--- src/smac_pkg.sv ---
// Shared constants, types and codes for the SIMD multiply-accumulate array.
`timescale 1ns / 1ps

package smac_pkg;

    localparam int CHANNEL_LANES = 4;
    localparam int WIDTH_LANES   = 4;
    localparam int OUTPUT_ROWS   = 64;
    localparam int LANE_SLOTS    = 4;

    localparam int ROW_W  = 6;
    localparam int DATA_W = 8;
    localparam int SUM_W  = 32;
    localparam int PROD_W = 2 * DATA_W;
    localparam int DOT_W  = PROD_W + $clog2(CHANNEL_LANES) + 1;
    localparam int ROW_AW = (OUTPUT_ROWS > 1) ? $clog2(OUTPUT_ROWS) : 1;

    localparam int IN_FIELDS_W = ROW_W + LANE_SLOTS * DATA_W;
    localparam int IN_TDATA_W  = ((IN_FIELDS_W + 7) / 8) * 8;
    localparam int IN_TUSER_W  = 2;
    localparam int OUT_TDATA_W = LANE_SLOTS * SUM_W;

    localparam int TUSER_FUNC  = 0;
    localparam int TUSER_FIRST = 1;

    typedef enum logic {
        FUNC_LOAD    = 1'b0,
        FUNC_COMPUTE = 1'b1
    } t_func;

    typedef logic signed [DATA_W-1:0] t_byte;
    typedef logic signed [PROD_W-1:0] t_prod;
    typedef logic signed [DOT_W-1:0]  t_dot;
    typedef logic signed [SUM_W-1:0]  t_sum;

    typedef t_byte [LANE_SLOTS-1:0]    t_lane_vec;
    typedef t_byte [CHANNEL_LANES-1:0] t_chan_vec;
    typedef t_chan_vec [WIDTH_LANES-1:0] t_col_set;
    typedef t_sum [WIDTH_LANES-1:0]    t_sum_row;

    typedef struct packed {
        logic [ROW_W-1:0] row;
        logic             first;
    } t_s1_info;

endpackage

--- src/smac_data_file.sv ---
// Held data register file: one row per channel, one byte per width lane.
`timescale 1ns / 1ps

module smac_data_file (
    input  logic                       i_clk,
    input  logic                       i_rst_n,
    input  logic                       i_wr_en,
    input  logic [smac_pkg::ROW_W-1:0] i_wr_row,
    input  smac_pkg::t_lane_vec        i_lanes,
    output smac_pkg::t_col_set         o_cols
);
    import smac_pkg::*;

    t_byte [CHANNEL_LANES-1:0][WIDTH_LANES-1:0] r_file;

    always_ff @(posedge i_clk) begin
        if (!i_rst_n) begin
            r_file <= '0;
        end else if (i_wr_en) begin
            for (int c = 0; c < CHANNEL_LANES; c++) begin
                if (i_wr_row == ROW_W'(c)) begin
                    for (int w = 0; w < WIDTH_LANES; w++) begin
                        r_file[c][w] <= i_lanes[w];
                    end
                end
            end
        end
    end

    always_comb begin
        for (int w = 0; w < WIDTH_LANES; w++) begin
            for (int c = 0; c < CHANNEL_LANES; c++) begin
                o_cols[w][c] = r_file[c][w];
            end
        end
    end

endmodule

--- config.mk ---
export PLATFORM = sky130hd
export DESIGN_NAME = smac_data_file
export DESIGN_NICKNAME = d
export VERILOG_FILES = /design/src/smac_pkg.sv /design/src/smac_data_file.sv
export SDC_FILE = /design/constraint.sdc
export NUM_CORES = 1
export LEC_CHECK = 0
export BUFFER_PORTS_ARGS = -buffer_cell sky130_fd_sc_hd__buf_2
export CAP_MARGIN = 20
export CORE_UTILIZATION = 49
export DETAILED_ROUTE_END_ITERATION = 7
export HOLD_SLACK_MARGIN = 0.05
export PLACE_DENSITY = 0.85
export SYNTH_ARGS = -nofsm -noshare
export SYNTH_HDL_FRONTEND = slang
export SYNTH_SLANG_ARGS = --single-unit
export TNS_END_PERCENT = 5
--- constraint.sdc ---
create_clock -name i_clk -period 1.55 [get_ports i_clk]
set_input_delay 0.155 -clock i_clk [delete_from_list [all_inputs] [get_ports i_clk]]
set_output_delay 0.155 -clock i_clk [all_outputs]
set_load 0.01 [all_outputs]
Word-level counts from Yosys, hierarchy flattened:

Index checks and enable logic that the tools add are counted.

* register bits: 128
* input bits: 41
* output and inout bits: 128
* logic and storage cells: 24

* equal/unequal tests: 3
* reduce and logical (&&, ||, !) cells: 5

Operators by type and width (number)
* $eq A6 B2 Y1 const B: 2
* $reduce_and A2 Y1: 4
* $eq A6 B1 Y1 const B: 1
* $logic_not A6 Y1: 1

Depth between registers and ports, before layout:

Gate-level depths: netlist of run 1.

* depth in word-level cells: 2
* gate-level depth with buffers: 5
* mapped depth without buffers: 3

Worst setup path after synthesis of run 1:

OpenSTA, ideal clock, no wires.

* path kind: input -> register
* start point: input port i_wr_row[3] (netlist name)
* end point: register r_file (netlist bit o_cols[112])
* library setup time: 126 ps
* data arrival time: 1015 ps
* required time: 1424 ps
* path slack: 409 ps
* stages on the path: 4
* buffers on the path: 1
* cells stage by stage: nor2_1 -> nand4b_2 -> buf_2 -> mux2i_1

* cells in the longest elaborated chain, start to end: 2

Ends and longest elaborated chain
* start: declaration: RTL line smac_data_file.sv:8 `input logic [smac_pkg::ROW_W-1:0] i_wr_row,`
* $eq A6 B2 Y1: RTL line smac_data_file.sv:21 `if (i_wr_row == ROW_W'(c)) begin`
* $reduce_and A2 Y1 (no source line)
* end signal: indexed assignment: RTL line smac_data_file.sv:23 `r_file[c][w] <= i_lanes[w];`
* end: declaration: RTL line smac_data_file.sv:14 `t_byte [CHANNEL_LANES-1:0][WIDTH_LANES-1:0] r_file;`

No other way between the ends.
A chain may end at the register's enable or synchronous reset.

==> summary.txt, run 1 <==
Final WS setup - 0.303 ns
Final HPWL DP - 7780 um
TritonCTS clock tree - done
Synth-to-Final Area Change - 41.1%
sequential area share after synthesis - 0.549
Final Critical Period - 1.25 ns
core area - 0.00924 mm^2
CTS max path bufs - 2
layout net count - 693
Worst VDD drop - 0.807 mV
Finished Layout Cells - 794
Die Span Y - 99.6 um
Yosys cell types - 11
number of remaining DRC errors - 0
Initial Util - 0.505
Clock Skews - 0 ns
Mapped Area - 0.00467 mm^2
syn nets - 494
wire length per cell - 15.0 um
R2R Path End - o_cols[60]$_SDFFE_PN0P_
Synth Warn # - 0
post-place setup slack - 0.217 ns
share of cells above drive strength 1 - 0.320
clock root buffer - clkbuf_8
Avg Vias per Cell - 4.90
max cap viols - 0
GP Congestion - 0.742
Worst Path Arrival - 1.67 ns
power per cell area - 1170 mW/mm^2
Critical Path RT - 1.97 ns
worst reg2reg path depth - 2
via count - 3,890
Critical Path Sink Type - flip-flop
Peak Freq - 802 MHz
Avg Cell Area, Syn - 10.3 um^2
clock sinks - 128
worst-path fanout max - 70
crit start category - input port
multi-input logic area - 0.00196 mm^2
max reg flops - 128
RSZ-0062 raised after global routing - no
clock-pin slew on the worst setup and hold paths - 0.06 ns
Slew HR - 0.719
status - finished, final reports clean
Reg2Reg Setup Slack - 0.86 ns
vias in the first global route - 3,881
design area - 0.00659 mm^2
final setup fails - 0
Pins Over Slew Limit - 0
DRT Wirelength - 11,900 um
hold depth - 4
Hold Fails Final Rpt - 0
Worst Hold Class - in2reg
register area - 0.00256 mm^2
# diodes - 0
chip width - 99.6 um
grt ovf - 0
Total GRT Usage - 0.244
FP Rows - 35
H-tree levels - 4
kind of critical path - in2reg
DRT iter0 DRCs - 83
DIE AREA - 0.00993 mm^2
CTS buffer count - 17
ANT nets after route - 0
# IOs - 169
first drt pass iteration count - 6
FF+latch count, synth - 128
Clock Latency Late Sink - 0.50 ns
dpl cells - 729
antenna violations before repair - 0
total negative slack - 0 ns
Filler cells - 640
port bufs - 168
placed cell areas - 0.00565 mm^2
Critical R2R Launch - o_cols[60]$_SDFFE_PN0P_
pin count of the biggest net entering global routing - 71
first-pass GRT wire length - 18,600 um
crit share post-route - 0.805
HP Start - i_wr_row[0]
# resized after CTS - 0
worst-margin pin slew - 0.419 ns
cells after synthesis - 453
Hold EP - o_cols[57]$_SDFFE_PN0P_
Pleak - 3.87 nW
-- routing by layer --
layer  vias to the layer above  share of wire  GRT usage
met3                        16          0.061     0.0808
li1                       1898              -          -
met5                         -              0          0
met2                       148           0.51      0.443
met1                      1828           0.41      0.265
met4                         0          0.013     0.0837
-- timing repair --
action | 4_1_cts | 5_1_grt
setup buffers | 0 | 0
hold buffers | 33 | 0
hold endpoints to repair | 117 | 0
-- where the power goes --
part / internal [W] / leakage [nW] / switching (W)
Clock: 0.00266 / 0.299 / 0.00144
Combinational: 0.000147 / 2.54 / 0.000177
Sequential: 0.00330 / 1.03 / 0.00000704
-- layout by cell type (no fill, tap or decap), types with 2 or more instances in the layout --
cell,n
buf_2,167
nand2_1,160
mux2i_1,128
dfxtp_1,128
dlygate4sd3_1,33
clkbuf_16,16
buf_4,6
bufinv_16,4
buf_12,4
clkinv_2,3
nor2_1,2
nand4b_2,2
clkbuf_8,2
clkinvlp_4,2
clkinv_4,2
inv_6,2
-- logic make-up after synthesis --
group	count (synthesis)	share of synthesized area
simple gates	167	0.145
buf+inv	30	0.0316
flops	128	0.549
mux	128	0.274
-- worst max-delay path by stage --
stage / startpoint / end / slack, ns
2_1_floorplan: i_wr_row[3] / o_cols[112]$_SDFFE_PN0P_ / 0.41
3_3_place_gp: i_wr_row[5] / o_cols[106]$_SDFFE_PN0P_ / 0.29
3_5_place_dp: i_wr_row[3] / o_cols[106]$_SDFFE_PN0P_ / 0.22
4_1_cts: i_rst_n / o_cols[55]$_SDFFE_PN0P_ / 0.35
5_1_grt: i_rst_n / o_cols[63]$_SDFFE_PN0P_ / 0.25
6_report: i_rst_n / o_cols[55]$_SDFFE_PN0P_ / 0.30
-- critical path: stages --
cell and delay (ns):
dlygate4sd3_1 0.54, buf_4 0.25, buf_12 0.30, nand2_1 0.21
mux2i_1 0.19
-- area by class of cell --
class	instances	share of cell area
multi-input cells	295	0.297
flip-flops and latches	128	0.389
clock buffers	19	0.0655
clock inverters	13	0.0281
repair buffers	210	0.196
well taps	129	0.0245
-- synth_stat cells --
master,n,area share
nand2_1,160,0.13
dfxtp_1,128,0.55
mux2i_1,128,0.27
clkbuf_1,17,0.014
buf_2,10,0.011
buf_6,3,0.0072
nand4b_2,2,0.0064
nor2_1,2,0.0016
nand3_2,1,0.0021
nand4_2,1,0.0027
nor3b_4,1,0.0040
-- through the flow --
stage          total power, W  hold slack, ns  utilization
6_report              0.00773           0.301        0.713
5_1_grt               0.00796           0.299        0.713
4_1_cts               0.00778           0.284        0.713
3_5_place_dp          0.00364           0.449        0.611
3_3_place_gp          0.00363           0.441        0.611
2_1_floorplan         0.00352           0.358            -
No activity file was read; power rests on OpenSTA's default activity.
==> run 2, diff against run 1 <==
- CORE_UTILIZATION: 49 -> 44
- PLACE_DENSITY: 0.85 -> 0.81
- clock period: 1.55 -> 1.1 ns (I/O delays scaled with it)
==> summary.txt, run 2 (synthesis results as in run 1) <==
grt ovf - 0
chip width - 105 um
Die Span Y - 105 um
vias in the first global route - 3,921
kind of critical path - reg2out
ANT nets after route - 0
Final WS setup - 0.0269 ns
Pins Over Slew Limit - 0
CTS max path bufs - 2
crit share post-route - 0.976
Worst VDD drop - 0.864 mV
Slew HR - 0.780
clock root buffer - clkbuf_8
power share of the combinational group - 0.045
Initial Util - 0.452
Routed met3 length - 684 um
Critical Path Sink Type - output pin
Final HPWL DP - 8120 um
final setup fails - 0
Final Critical Period - 1.07 ns
share of cells above drive strength 1 - 0.517
port bufs - 168
# IOs - 169
crit start category - flip-flop
Pleak - 4.04 nW
worst-margin pin slew - 0.330 ns
CP bufs+invs - 1
# diodes - 0
Clock power frac - 0.536
Pint - 0.00887 W
antenna violations before repair - 0
design area - 0.00733 mm^2
RSZ-0062 raised after global routing - yes
core area - 0.0103 mm^2
max reg flops - 128
pin count of the biggest net entering global routing - 69
CTS buffer count - 17
total power draw - 0.0111 W
Clock Latency Late Sink - 0.49 ns
Clock Skews - 0 ns
Worst Path Arrival - 0.96 ns
Post-Route M1 WL - 5290 um
fin util - 0.710
layout net count - 699
DIE AREA - 0.0110 mm^2
commonest non-fill, non-tap cell in the layout - nand2_1
wire length per cell - 16.8 um
Avg Vias per Cell - 4.98
placed cell areas - 0.00573 mm^2
first drt pass iteration count - 4
Top delay family on crit path - flip-flops
Max Used Layer - met4
Worst Hold Class - in2reg
Hold Fails Final Rpt - 0
worst-path fanout max - 2
Peak Freq - 932 MHz
clock-pin slew on the worst setup and hold paths - 0.06 ns
number of remaining DRC errors - 0
register area - 0.00272 mm^2
switching portion of total power - 0.205
commonest cells after routing, fill and taps aside - nand2_1 (160), mux2i_1 (128), dfxtp_2 (127)
worst path cell trace - buf_2
TritonCTS clock tree - done
first-pass GRT wire length - 19,500 um
status - finished, final reports clean
via count - 4,021
power per cell area - 1520 mW/mm^2
Critical Path RT - 0.99 ns
slowest cell delay on critical path - 0.33 ns
Filler cells - 699
max cap viols - 0
Reg power frac - 0.419
switching power - 0.00228 W
post-place setup slack - -0.156 ns
Worst Hold Slack - 0.0940 ns
DR WL met2 - 7260 um
Total GRT Usage - 0.227
FP Rows - 37
multi-input logic area - 0.00197 mm^2
H-tree levels - 4
clock sinks - 128
Synth-to-Final Area Change - 56.9%
DRT Wirelength - 13,500 um
Slowest-stage cell, CP - dfxtp_2
DRT iter0 DRCs - 148
GP Congestion - 0.771
[run 2: changes by cell type in the layout (fill, tap and decap cells not counted), moves of 6 or more]
cell / previous run / this run
dfxtp_2: 0 / 127
buf_4: 6 / 12
dfxtp_1: 128 / 1
buf_2: 167 / 90
buf_6: 0 / 77
[run 2: layout make-up]
class | count | area share
Sequential cell | 128 | 0.371
Tap cell | 136 | 0.0232
Timing Repair Buffer | 216 | 0.249
Clock buffer | 19 | 0.0589
Clock inverter | 13 | 0.0285
Multi-Input combinational cell | 295 | 0.269
[run 2: layer usage]
| metal | vias up | global-route usage |
|---|---|---|
| met2 | 155 | 0.412 |
| li1 | 1914 | - |
| met1 | 1927 | 0.257 |
| met3 | 25 | 0.0536 |
| met4 | 0 | 0.0845 |
| met5 | - | 0 |
[run 2: worst paths after layout]
check | start | end | slack, ns | depth (start not counted)
hold reg to reg | o_cols[30]$_SDFFE_PN0P_ | o_cols[30]$_SDFFE_PN0P_ | 0.45 | 2
hold / removal | i_rst_n | o_cols[117]$_SDFFE_PN0P_ | 0.09 | 4
setup / recovery | o_cols[103]$_SDFFE_PN0P_ | o_cols[103] | 0.03 | 1
setup reg to reg | o_cols[19]$_SDFFE_PN0P_ | o_cols[19]$_SDFFE_PN0P_ | 0.42 | 2
[run 2: per-stage QoR]
stage | TNS (ns) | std cells
finish | 0 | 807
global route | -0.124 | 807
CTS | 0 | 807
detailed placement | -12.69 | 743
global placement | -9.70 | 743
floorplan | 0 | 453
[run 2: what timing repair did]
action                                  CTS  global route
gates resized for setup                  73           135
hold endpoints to repair                128             0
setup buffers                             0             0
pin swaps                                 0             0
endpoints found under the setup margin   70           115
hold buffers                             32             0
[run 2: power groups by stage]
| stage | sequential [W] | combinational (W) | clock, W |
|---|---|---|---|
| 6_report | 0.00467 | 0.000504 | 0.00597 |
| 5_1_grt | 0.00467 | 0.000537 | 0.00632 |
| 4_1_cts | 0.00467 | 0.000476 | 0.00605 |
| 3_5_place_dp | 0.00477 | 0.000385 | 0 |
| 3_3_place_gp | 0.00477 | 0.000374 | 0 |
| 2_1_floorplan | 0.00478 | 0.000191 | 0 |
[run 2: worst register-to-register path, stage by stage, from the launching register on]
cell	delay [ns]
dfxtp_2	0.34
nand2_1	0.07
mux2i_1	0.19
