==> src/smac_pkg.sv <==
// Shared constants, types and codes for the SIMD multiply-accumulate array.
`timescale 1ns / 1ps

package smac_pkg;

    localparam int CHANNEL_LANES = 4;
    localparam int WIDTH_LANES   = 4;
    localparam int OUTPUT_ROWS   = 64;
    localparam int LANE_SLOTS    = 4;

    localparam int ROW_W  = 6;
    localparam int DATA_W = 8;
    localparam int SUM_W  = 32;
    localparam int PROD_W = 2 * DATA_W;
    localparam int DOT_W  = PROD_W + $clog2(CHANNEL_LANES) + 1;
    localparam int ROW_AW = (OUTPUT_ROWS > 1) ? $clog2(OUTPUT_ROWS) : 1;

    localparam int IN_FIELDS_W = ROW_W + LANE_SLOTS * DATA_W;
    localparam int IN_TDATA_W  = ((IN_FIELDS_W + 7) / 8) * 8;
    localparam int IN_TUSER_W  = 2;
    localparam int OUT_TDATA_W = LANE_SLOTS * SUM_W;

    localparam int TUSER_FUNC  = 0;
    localparam int TUSER_FIRST = 1;

    typedef enum logic {
        FUNC_LOAD    = 1'b0,
        FUNC_COMPUTE = 1'b1
    } t_func;

    typedef logic signed [DATA_W-1:0] t_byte;
    typedef logic signed [PROD_W-1:0] t_prod;
    typedef logic signed [DOT_W-1:0]  t_dot;
    typedef logic signed [SUM_W-1:0]  t_sum;

    typedef t_byte [LANE_SLOTS-1:0]    t_lane_vec;
    typedef t_byte [CHANNEL_LANES-1:0] t_chan_vec;
    typedef t_chan_vec [WIDTH_LANES-1:0] t_col_set;
    typedef t_sum [WIDTH_LANES-1:0]    t_sum_row;

    typedef struct packed {
        logic [ROW_W-1:0] row;
        logic             first;
    } t_s1_info;

endpackage

==> src/smac_lane.sv <==
// One width lane: dot product of the weight row with the lane's channel column.
`timescale 1ns / 1ps

module smac_lane (
    input  logic                i_clk,
    input  logic                i_en,
    input  smac_pkg::t_chan_vec i_weights,
    input  smac_pkg::t_chan_vec i_data,
    output smac_pkg::t_dot      o_dot
);
    import smac_pkg::*;

    t_dot r_dot;
    t_dot n_dot;

    always_comb begin
        t_prod prod;
        n_dot = '0;
        for (int c = 0; c < CHANNEL_LANES; c++) begin
            prod  = $signed(i_data[c]) * $signed(i_weights[c]);
            n_dot = n_dot + DOT_W'(prod);
        end
    end

    always_ff @(posedge i_clk) begin
        if (i_en) begin
            r_dot <= n_dot;
        end
    end

    assign o_dot = r_dot;

endmodule

==> config.mk <==
export PLATFORM = sky130hd
export DESIGN_NAME = smac_lane
export DESIGN_NICKNAME = d
export VERILOG_FILES = /design/src/smac_pkg.sv /design/src/smac_lane.sv
export SDC_FILE = /design/constraint.sdc
export NUM_CORES = 1
export LEC_CHECK = 0
export BUFFER_PORTS_ARGS = -buffer_cell sky130_fd_sc_hd__buf_2
export CORE_MARGIN = 10
export CORE_UTILIZATION = 56
export DETAILED_ROUTE_END_ITERATION = 7
export GPL_TIMING_DRIVEN = 0
export PLACE_DENSITY_LB_ADDON = 0.15
export SLEW_MARGIN = 10
export SYNTH_ARGS = -nofsm -noshare
export SYNTH_HDL_FRONTEND = slang
export SYNTH_SLANG_ARGS = --single-unit
export TNS_END_PERCENT = 30
==> constraint.sdc <==
create_clock -name i_clk -period 23.8 [get_ports i_clk]
set_clock_uncertainty 0.05 [all_clocks]
set_input_delay 7.14 -clock i_clk [delete_from_list [all_inputs] [get_ports i_clk]]
set_output_delay 7.14 -clock i_clk [all_outputs]
set_load 0.05 [all_outputs]
After elaboration in Yosys (flattened, before gate mapping)
Cells that the tools add are included.
{ "op_classes": {"addsub": 3, "n_mul": 4} }
{ "op_table": {"columns": ["operator", "count"], "rows": [
  ["multiplier 8 x 8 -> 16 bit", 4],
  ["adder 18 x 16 -> 19 bit", 1],
  ["adder 17 x 16 -> 18 bit", 1],
  ["adder 16 x 16 -> 17 bit", 1]
]} }
{ "word_totals": {"ff_bits": 19, "in_bits": 66, "wordCells": 8} }

Longest topological paths before layout
Gate-level depths: netlist of run 1.
{ "depth": {"ltp_word": 4, "depth_mapped": 23} }

Least setup slack after synthesis of run 1
No wires, ideal clock.
{ "synth_timing": {"kind": "input-to-reg", "start": "in i_data[31] (netlist name)", "end": "reg r_dot[14] (netlist: o_dot[14]), data pin", "setup_time_ns": 0.259, "t_arrival_ns": 12.816, "path_slack_ns": 10.675, "cell_stages": 21, "path_cell_list": "nand2_1 inv_1 fa_1 inv_1 fa_1 fa_1 inv_1 fa_1 fa_1 fa_1 fa_1 inv_1 fa_1 inv_1 ha_1 a21oi_1 o21ai_0 and3_1 a41o_1 a211oi_2 xnor2_1"} }
{ "synth_between": {"elab_chain_len": 2} }
{ "synth_lines": {"columns": ["item", "line", "source"], "rows": [
  ["from (decl)", "smac_lane.sv:8", "input smac_pkg::t_chan_vec i_data,"],
  ["multiplier 8 x 8 -> 16 bit", "smac_lane.sv:20", "prod = $signed(i_data[c]) * $signed(i_weights[c]);"],
  ["adder 18 x 16 -> 19 bit", "smac_lane.sv:21", "n_dot = n_dot + DOT_W'(prod);"],
  ["via n_dot[14]", "smac_lane.sv:14", "t_dot n_dot;"],
  ["to (signal assigned)", "smac_lane.sv:27", "r_dot <= n_dot;"],
  ["to (decl)", "smac_lane.sv:13", "t_dot r_dot;"]
]} }
The timed path passes the listed nets, and every way through them passes these cells.
A chain may end at the register's enable or synchronous reset.

Worst setup path after layout of run 1
{ "layout_timing": {"start": "in i_data[31] (netlist name)", "end": "reg r_dot[18] (netlist: o_dot[18]), data pin"} }
The elaborated chain is that of the path after synthesis.

==> results of run 1 <==
-- Yosys cell counts (all sizes together) --
master / instances / share of area
a211o: 1 / 0.00075
a211oi: 1 / 0.0011
a21boi: 1 / 0.00097
a21o: 4 / 0.0026
a21oi: 13 / 0.0059
a41o: 1 / 0.00086
and2: 138 / 0.074
and3: 2 / 0.0011
clkbuf: 2 / 0.00064
edfxtp: 19 / 0.049
fa: 326 / 0.56
ha: 99 / 0.11
inv: 368 / 0.12
nand2: 95 / 0.031
nand2b: 12 / 0.0064
nand3: 1 / 0.00043
nand4b: 1 / 0.00075
nor2: 8 / 0.0026
nor2b: 15 / 0.0081
o21a: 3 / 0.0019
o21ai: 6 / 0.0026
o21bai: 2 / 0.0013
o221ai: 1 / 0.00075
o22ai: 2 / 0.0011
o31a: 1 / 0.00075
or3: 2 / 0.0011
xnor2: 21 / 0.016
xor2: 5 / 0.0038
-- layout make-up --
class	count	area [um2]	share of cell area
Multi-Input combinational cell	761	9690	0.776
Inverter	368	1380	0.111
Sequential cell	19	571	0.0457
Timing Repair Buffer	84	420	0.0337
Tap cell	270	338	0.0271
Clock buffer	3	75.1	0.00601
Buffer	2	7.51	0.000601
Clock inverter	1	5.00	0.000401
-- metal layers --
metal	up-vias	wire length [um]
met4	0	318
met2	147	12800
met5	-	0
li1	3438	-
met3	22	898
met1	3848	9210
-- stage by stage --
| step | area (um2) | util |
|---|---|---|
| after CTS | 12500 | 0.613 |
| after floorplan | 11600 | - |
| after global routing | 12500 | 0.613 |
| final | 12500 | 0.613 |
| after detailed placement | 12400 | 0.609 |
| after global placement | 12400 | 0.609 |
-- kinds of logic (layout without fill, tap and decap cells) --
| family | after synthesis | count (layout) | synth area share |
|---|---|---|---|
| buffers and inverters | 370 | 458 | 0.119 |
| flip-flops | 19 | 19 | 0.0490 |
| XOR/XNOR | 26 | 26 | 0.0195 |
| AO/OA/AOI/OAI | 36 | 36 | 0.0205 |
| adder cells (fa/ha/maj) | 425 | 425 | 0.667 |
| AND/OR/NAND/NOR | 274 | 274 | 0.125 |
-- critical path, stage by stage --
cell and delay [ns]:
sky130_fd_sc_hd__buf_2 0.16, sky130_fd_sc_hd__nand2_1 0.12, sky130_fd_sc_hd__inv_1 0.09, sky130_fd_sc_hd__fa_1 0.61, sky130_fd_sc_hd__fa_1 0.70, sky130_fd_sc_hd__inv_1 0.11, sky130_fd_sc_hd__fa_1 0.49, sky130_fd_sc_hd__inv_1 0.05
sky130_fd_sc_hd__fa_1 0.48, sky130_fd_sc_hd__fa_1 0.59, sky130_fd_sc_hd__fa_1 0.47, sky130_fd_sc_hd__fa_1 0.50, sky130_fd_sc_hd__inv_1 0.05, sky130_fd_sc_hd__fa_1 0.51, sky130_fd_sc_hd__inv_1 0.05, sky130_fd_sc_hd__ha_1 0.38
sky130_fd_sc_hd__a21oi_1 0.22, sky130_fd_sc_hd__nand2_1 0.10, sky130_fd_sc_hd__or3_1 0.31, sky130_fd_sc_hd__o22ai_1 0.18, sky130_fd_sc_hd__xnor2_1 0.10
-- final timing paths --
check	to	cells past startpoint	startpoint	slack (ns)
setup / recovery	o_dot[18]$_DFFE_PP_	21	i_data[31]	10.31
hold / removal	o_dot[18]$_DFFE_PP_	1	i_en	7.30
-- placed cells by master, fill, tap and decap left out, drive strengths merged, types with 6 or more instances in the layout --
cell type,instances
and2,138
a21oi,13
nand2,95
fa,326
edfxtp,19
buf,84
nand2b,12
nor2,8
ha,99
xnor2,21
o21ai,6
inv,368
nor2b,15
==> flow_results.org, run 1 <==
** Die
- Number of rows in the core area :: 52
- Full die area :: 0.0270 mm2
- In this run the vertical extent of the chip is 164 um.
- Core Region :: 0.0204 mm2
- The initial utilization of the core area, before any placement, comes to 0.572.
- The floorplan step set the die width to 164 um.
- During I/O placement, the number of pins put on the boundary was 85.

** Global routing
- For this run, the total global-route usage over all layers was measured as 0.192.
- Entering global routing, the biggest net connects 20 pins.
- met2 is the most crowded layer.
- For met1 alone, demand over resource in global routing was 0.246.
- Wire length of the first global-routing pass :: 41.2 mm
- The via count of the first global-routing pass was 8426.
- Antenna violations before repair :: 0
- The total overflow left after global routing is 0.
- For met2 alone, demand over resource in global routing was 0.351.
- In the global route stage, met3 resource usage came out at 0.0173.

** Critical path
- The worst setup path is launched from an input port.
- Of all nets on the critical path, the largest fanout is 8.
- Critical Path AT :: 13.44 ns
- The worst setup path is captured at a flop.
- Data on the critical path is required at its endpoint by 23.75 ns.
- Critical setup path kind :: in2reg

** Place
- Detailed Place HPWL :: 21.9 mm
- Worst slack at placement :: 10.03 ns
- Buffers added on ports :: 84
- Counting tap cells, the placed design contains a total of 1504 instances.
- At the end of routability-driven placement, the weighted congestion stood at 0.844.

** STA
- Slew margin rel. :: 0.642
- Setup-violating endpoint count in the final report :: 0
- At the pin with the least slew margin, the transition time is 0.537 ns.
- Final WS setup :: 10.31 ns
- The number of hold violations in the final report came to 0.
- The number of slew-limit violations in the final report came to 0.
- Summed over all failing endpoints, the final setup total negative slack is 0 ns.
- Min Hold Slack :: 7.30 ns
- Unrepaired setup endpoints after global routing :: no
- The smallest clock period supported by the final layout is computed as 13.49 ns.
- Of the available clock period, the critical path in the final layout requires 0.567.
- Based on the critical path, the design can be clocked at up to 74.1 MHz.

** Clock tree
- Counting every sink on the clock net gives 19.
- Post CTS Setup Buffer Count :: 0
- Post-CTS repair changed the size of 0 cells.
- Clock slew seen by the registers of the worst setup and hold paths :: 0.05 ns
- TritonCTS built the clock tree.
- The clock passes through at most 2 buffers.
- Clock tree root buffer cell :: sky130_fd_sc_hd__clkbuf_16
- Clock tree synthesis inserted a total of 3 buffers.
- Number of levels in the clock H-tree :: 1
- Number of hold buffers added after cts :: 0

** Drt
- Via/cell ratio :: 4.94
- DR pass1 iterations :: 5
- Routed WL :: 23.3 mm
- Number of violations reported at the end of detailed-routing iteration 0 :: 340
- For this block, the via count after detailed routing is 7455.
- Wire per inst :: 15.4 um
- Remaining antenna violation count :: 0
- # DRC :: 0

** Cells and area
- Counting the fill cells in the layout gives 1772.
- Once layout is complete, the cells apart from fillers number 1508.
- Layout overhead on the synthesized area :: 7.20%
- Share of cells above drive strength 1 :: 0.0735
- Flip-flop count of the largest register, all copies and words added :: 19
- The net count of the finished layout is 1730.
- Antenna Cells :: 0

** Synthesis
- Net Count, Synth :: 1641
- In this run the cell area of the synthesized design comes to 0.0116 mm2.
- Synthesis handed over a netlist of 1150 instances.
- Sequential element share of the synthesized area :: 0.0490
- After synthesis, the mean cell area works out to 10.1 um2.
- The synthesized design contains 19 register bits.
- Yosys warns :: 0
- Yosys mapped the design onto 29 distinct sky130hd cell types.

** Flow run
- Max cap viols :: 0

** Run status
- The run finished with clean final reports.

** Min path
- The tightest min-delay check is of the in2reg type.
Power of run 1 is not shown: default switching activity piles up to over one toggle a cycle in this logic, so the estimate is an artifact.
==> inputs of run 2 (changes only) <==
--- a/config.mk
+++ b/config.mk
@@ -5,6 +5,7 @@
 export SDC_FILE = /design/constraint.sdc
 export NUM_CORES = 1
 export LEC_CHECK = 0
+export ABC_AREA = 1
 export BUFFER_PORTS_ARGS = -buffer_cell sky130_fd_sc_hd__buf_2
 export CORE_MARGIN = 10
 export CORE_UTILIZATION = 56
==> constraint.sdc (replaced) <==
create_clock -name i_clk -period 11.1 [get_ports i_clk]
set_clock_uncertainty 0.05 [all_clocks]
set_input_delay 3.33 -clock i_clk [delete_from_list [all_inputs] [get_ports i_clk]]
set_output_delay 3.33 -clock i_clk [all_outputs]
set_load 0.05 [all_outputs]
==> run 2 against run 1 <==
Compared with the run above:
- first-iteration DRC count is 41% higher
- count of clock-buffer cells in the layout unchanged
- routed wire length up 8.1%
- cell count grew 16%
- via count grew 13%
- sequential cell count did not move
- worst hold slack worse by 3.8 ns
- synthesized cell count grew 25%
==> flow_results.org, run 2 <==
** Cells and area
- The finished cells cover 0.0128 mm2.
- The register with the most flip-flops in the layout has 19 of them.
- Of the cells placed in the final design, the portion with a size suffix greater than 1 is 0.0299.
- The net count of the finished layout is 1962.
- The library cell used most frequently in the layout, excluding fill and tap cells, is sky130_fd_sc_hd__inv_1.
- 0 antenna diodes ended up in the layout.
- Number of inserted filler cells in the final layout :: 2009
- From synthesis to final layout, the design area changed by 4.49%.
- The library cells used most frequently in the layout, excluding fill and tap cells, are 530 x sky130_fd_sc_hd__inv_1, 326 x sky130_fd_sc_hd__fa_1, 306 x sky130_fd_sc_hd__nand2_1.

** Place
- Once placement finished, the instance area stood at 0.0127 mm2.
- The count of buffers added on input and output ports is 24.
- Detailed Place HPWL :: 23.5 mm
- Routability cong. :: 0.866

** Global routing
- Wire length of the first global-routing pass :: 44.4 mm
- For this run the aggregate overflow at the end of global routing stands at 0.
- Antenna violations before repair :: 0
- Number of global-route vias before repair :: 9317
- In the global route stage, overall resource usage came out at 0.191.
- Entering global routing, the biggest net connects 20 pins.

** Clock tree
- Hold repair after CTS inserted 0 buffers.
- Post CTS Setup Buffer Count :: 0
- Clock-pin slew was measured on the worst setup and hold paths at 0.06 ns.
- Number of buffers inserted during clock tree synthesis :: 3
- Clock tree synthesis found a total of 19 sinks.
- CTS placed an instance of sky130_fd_sc_hd__clkbuf_16 at the clock tree root.
- No sink is reached through more buffers than the 2 on the longest clock path.
- Clock tree from TritonCTS :: done
- CTS-repair resized insts :: 0
- Number of levels in the clock H-tree :: 1

** Die
- For this configuration, the core starts out at a cell density of 0.565.
- Vertical extent of the die :: 168 um
- Full die area :: 0.0282 mm2
- In this run the count of I/O pins placed on the die edge is 85.
- Horizontal die dimension :: 168 um
- Number of rows in the core area :: 54
- The floorplan step defined a core boundary enclosing 0.0217 mm2.

** STA
- Setup violations remaining at the end of the flow were counted as 0.
- The number of slew-limit violations in the final report was 0.
- At the pin with the least slew margin, the transition time is 0.512 ns.
- Number of hold violations in the final report :: 0
- In this run the tightest slew margin relative to its limit is 0.659.
- Derived from the worst setup path, the maximum achievable clock frequency is 103 MHz.
- Setup repair after global routing left no endpoint under its margin.
- The smallest clock period supported by the final layout is computed as 9.71 ns.
- Post-Route Setup TNS :: 0 ns
- In the finished design, the share of the clock period the worst path needs comes to 0.875.

** Synthesis
- After synthesis the cells add up to 0.0123 mm2.
- In this run, synthesis produced a sequential element count of 19.
- Sequential element share of the synthesized area :: 0.0465
- Async set-or-reset flop fraction in the synthesized netlist :: 0
- The cell count after synthesis came out at 1442.
- The synthesized design spends more area on one cell type than any other, namely sky130_fd_sc_hd__fa_1.
- Of the post-synthesis cell area, the dominant cell type holds 0.532.
- Synthesis instantiated 22 different standard cells from the library.
- Yosys printed 0 warnings.
- Among all cell types in the netlist, the one instantiated most often is sky130_fd_sc_hd__inv_1.
- Top post-synthesis cells by area :: sky130_fd_sc_hd__fa_1 53%, sky130_fd_sc_hd__inv_1 16%, sky130_fd_sc_hd__ha_1 10%, sky130_fd_sc_hd__nand2_1 9.4%, sky130_fd_sc_hd__edfxtp_1 4.7%
- The number of nets handed over by synthesis was 1933.
- Counting flops with a built-in enable in the synthesized netlist gives 19.
- Synthesized area divided by synthesized cell count :: 8.50 um2
- Leading post-synthesis cells by instance count :: 530 x sky130_fd_sc_hd__inv_1, 326 x sky130_fd_sc_hd__fa_1, 306 x sky130_fd_sc_hd__nand2_1
- The most used flip-flop cell after synthesis is sky130_fd_sc_hd__edfxtp_1.

** Run status
- Status :: finished clean

** Critical path
- The worst setup path is of the in2reg kind.
- Critical Path AT :: 9.67 ns
- The worst setup path is captured at a flop.
- STA classifies the critical path startpoint as an input port.
- Along the worst path, the maximum fanout reaches 8.
- Data on the critical path is required at its endpoint by 11.06 ns.

** Drt
- After detailed routing, the number of vias per cell comes to 4.83.
- Detailed routing inserted a total of 8446 vias.
- The first TritonRoute pass finished after 5 iterations.
- Number of violations reported at the end of detailed-routing iteration 0 :: 478
- Routed WL :: 25.1 mm
- Remaining antenna violation count :: 0
- After detailed routing, the number of remaining DRC violations is 0.
- Wire per inst :: 14.4 um

** Min path
- Hold WC Path Type :: in2reg

** Flow run
- Max-cap violations in this run came to 0.
==> run 2: changes by cell type in the layout (fill, tap and decap cells not counted), moves of 12 or more <==
| cell | previous run | this run |
|---|---|---|
| sky130_fd_sc_hd__nand3_1 | 1 | 13 |
| sky130_fd_sc_hd__buf_2 | 84 | 24 |
| sky130_fd_sc_hd__inv_1 | 368 | 530 |
| sky130_fd_sc_hd__clkbuf_1 | 2 | 62 |
| sky130_fd_sc_hd__nand2_1 | 95 | 306 |
| sky130_fd_sc_hd__nor2_1 | 8 | 31 |
| sky130_fd_sc_hd__xnor2_1 | 21 | 2 |
| sky130_fd_sc_hd__and2_1 | 138 | 1 |
| sky130_fd_sc_hd__nor2b_1 | 15 | 0 |
| sky130_fd_sc_hd__nand2b_1 | 12 | 0 |
==> run 2: layer usage <==
layer,up-vias,track usage,part of all wire
met5,-,0,0
met4,0,0.0307,0.018
met3,26,0.0221,0.049
met2,172,0.345,0.53
met1,4280,0.244,0.40
li1,3968,-,-
==> run 2: worst paths after layout <==
path,slack (ns),cells past startpoint,endpoint,from
worst min-delay path,3.50,1,o_dot[18]$_DFFE_PP_,i_en
worst max-delay path,1.39,22,o_dot[18]$_DFFE_PP_,i_weights[16]
==> run 2: final cells by class <==
class                           instances  area (um2)  area share
Buffer                                 62         233      0.0182
Clock buffer                            3        75.1     0.00586
Clock inverter                          1        5.00    0.000391
Inverter                              530        1990       0.155
Multi-Input combinational cell        831        9470       0.739
Sequential cell                        19         571      0.0445
Tap cell                              280         350      0.0273
Timing Repair Buffer                   24         120     0.00937
==> run 2: kinds of logic (layout without fill, tap and decap cells) <==
| family | after synthesis | after routing | share of synthesized area |
|---|---|---|---|
| compound gates | 24 | 24 | 0.0107 |
| simple gates | 370 | 370 | 0.120 |
| xor+xnor | 12 | 12 | 0.00857 |
| fa+ha+maj | 425 | 425 | 0.633 |
| buf+inv | 592 | 620 | 0.181 |
| flops | 19 | 19 | 0.0465 |
==> run 2: through the flow <==
step | hold WS (ns) | cells | util | worst slack, ns
after global placement | 3.75 | 1746 | 0.587 | 1.15
after global routing | 3.52 | 1750 | 0.591 | 0.946
after detailed placement | 3.77 | 1746 | 0.587 | 1.08
final | 3.50 | 1750 | 0.591 | 1.39
after floorplan | 3.39 | 1442 | - | 1.88
after CTS | 3.50 | 1750 | 0.591 | 1.34
==> run 2: critical path: stages <==
cell and delay, ns:
sky130_fd_sc_hd__clkbuf_1 0.35, sky130_fd_sc_hd__nand2_1 0.25, sky130_fd_sc_hd__inv_1 0.33, sky130_fd_sc_hd__fa_1 0.50, sky130_fd_sc_hd__fa_1 0.51, sky130_fd_sc_hd__inv_1 0.05, sky130_fd_sc_hd__fa_1 0.47, sky130_fd_sc_hd__inv_1 0.05
sky130_fd_sc_hd__fa_1 0.48, sky130_fd_sc_hd__fa_1 0.61, sky130_fd_sc_hd__fa_1 0.46, sky130_fd_sc_hd__fa_1 0.49, sky130_fd_sc_hd__inv_1 0.05, sky130_fd_sc_hd__fa_1 0.48, sky130_fd_sc_hd__inv_1 0.04, sky130_fd_sc_hd__ha_1 0.33
sky130_fd_sc_hd__a21oi_1 0.31, sky130_fd_sc_hd__nand3_2 0.20, sky130_fd_sc_hd__nand2_1 0.09, sky130_fd_sc_hd__nand2_1 0.09, sky130_fd_sc_hd__nand3_1 0.10, sky130_fd_sc_hd__nand2_1 0.07
Power of run 2 is left out for the same reason.
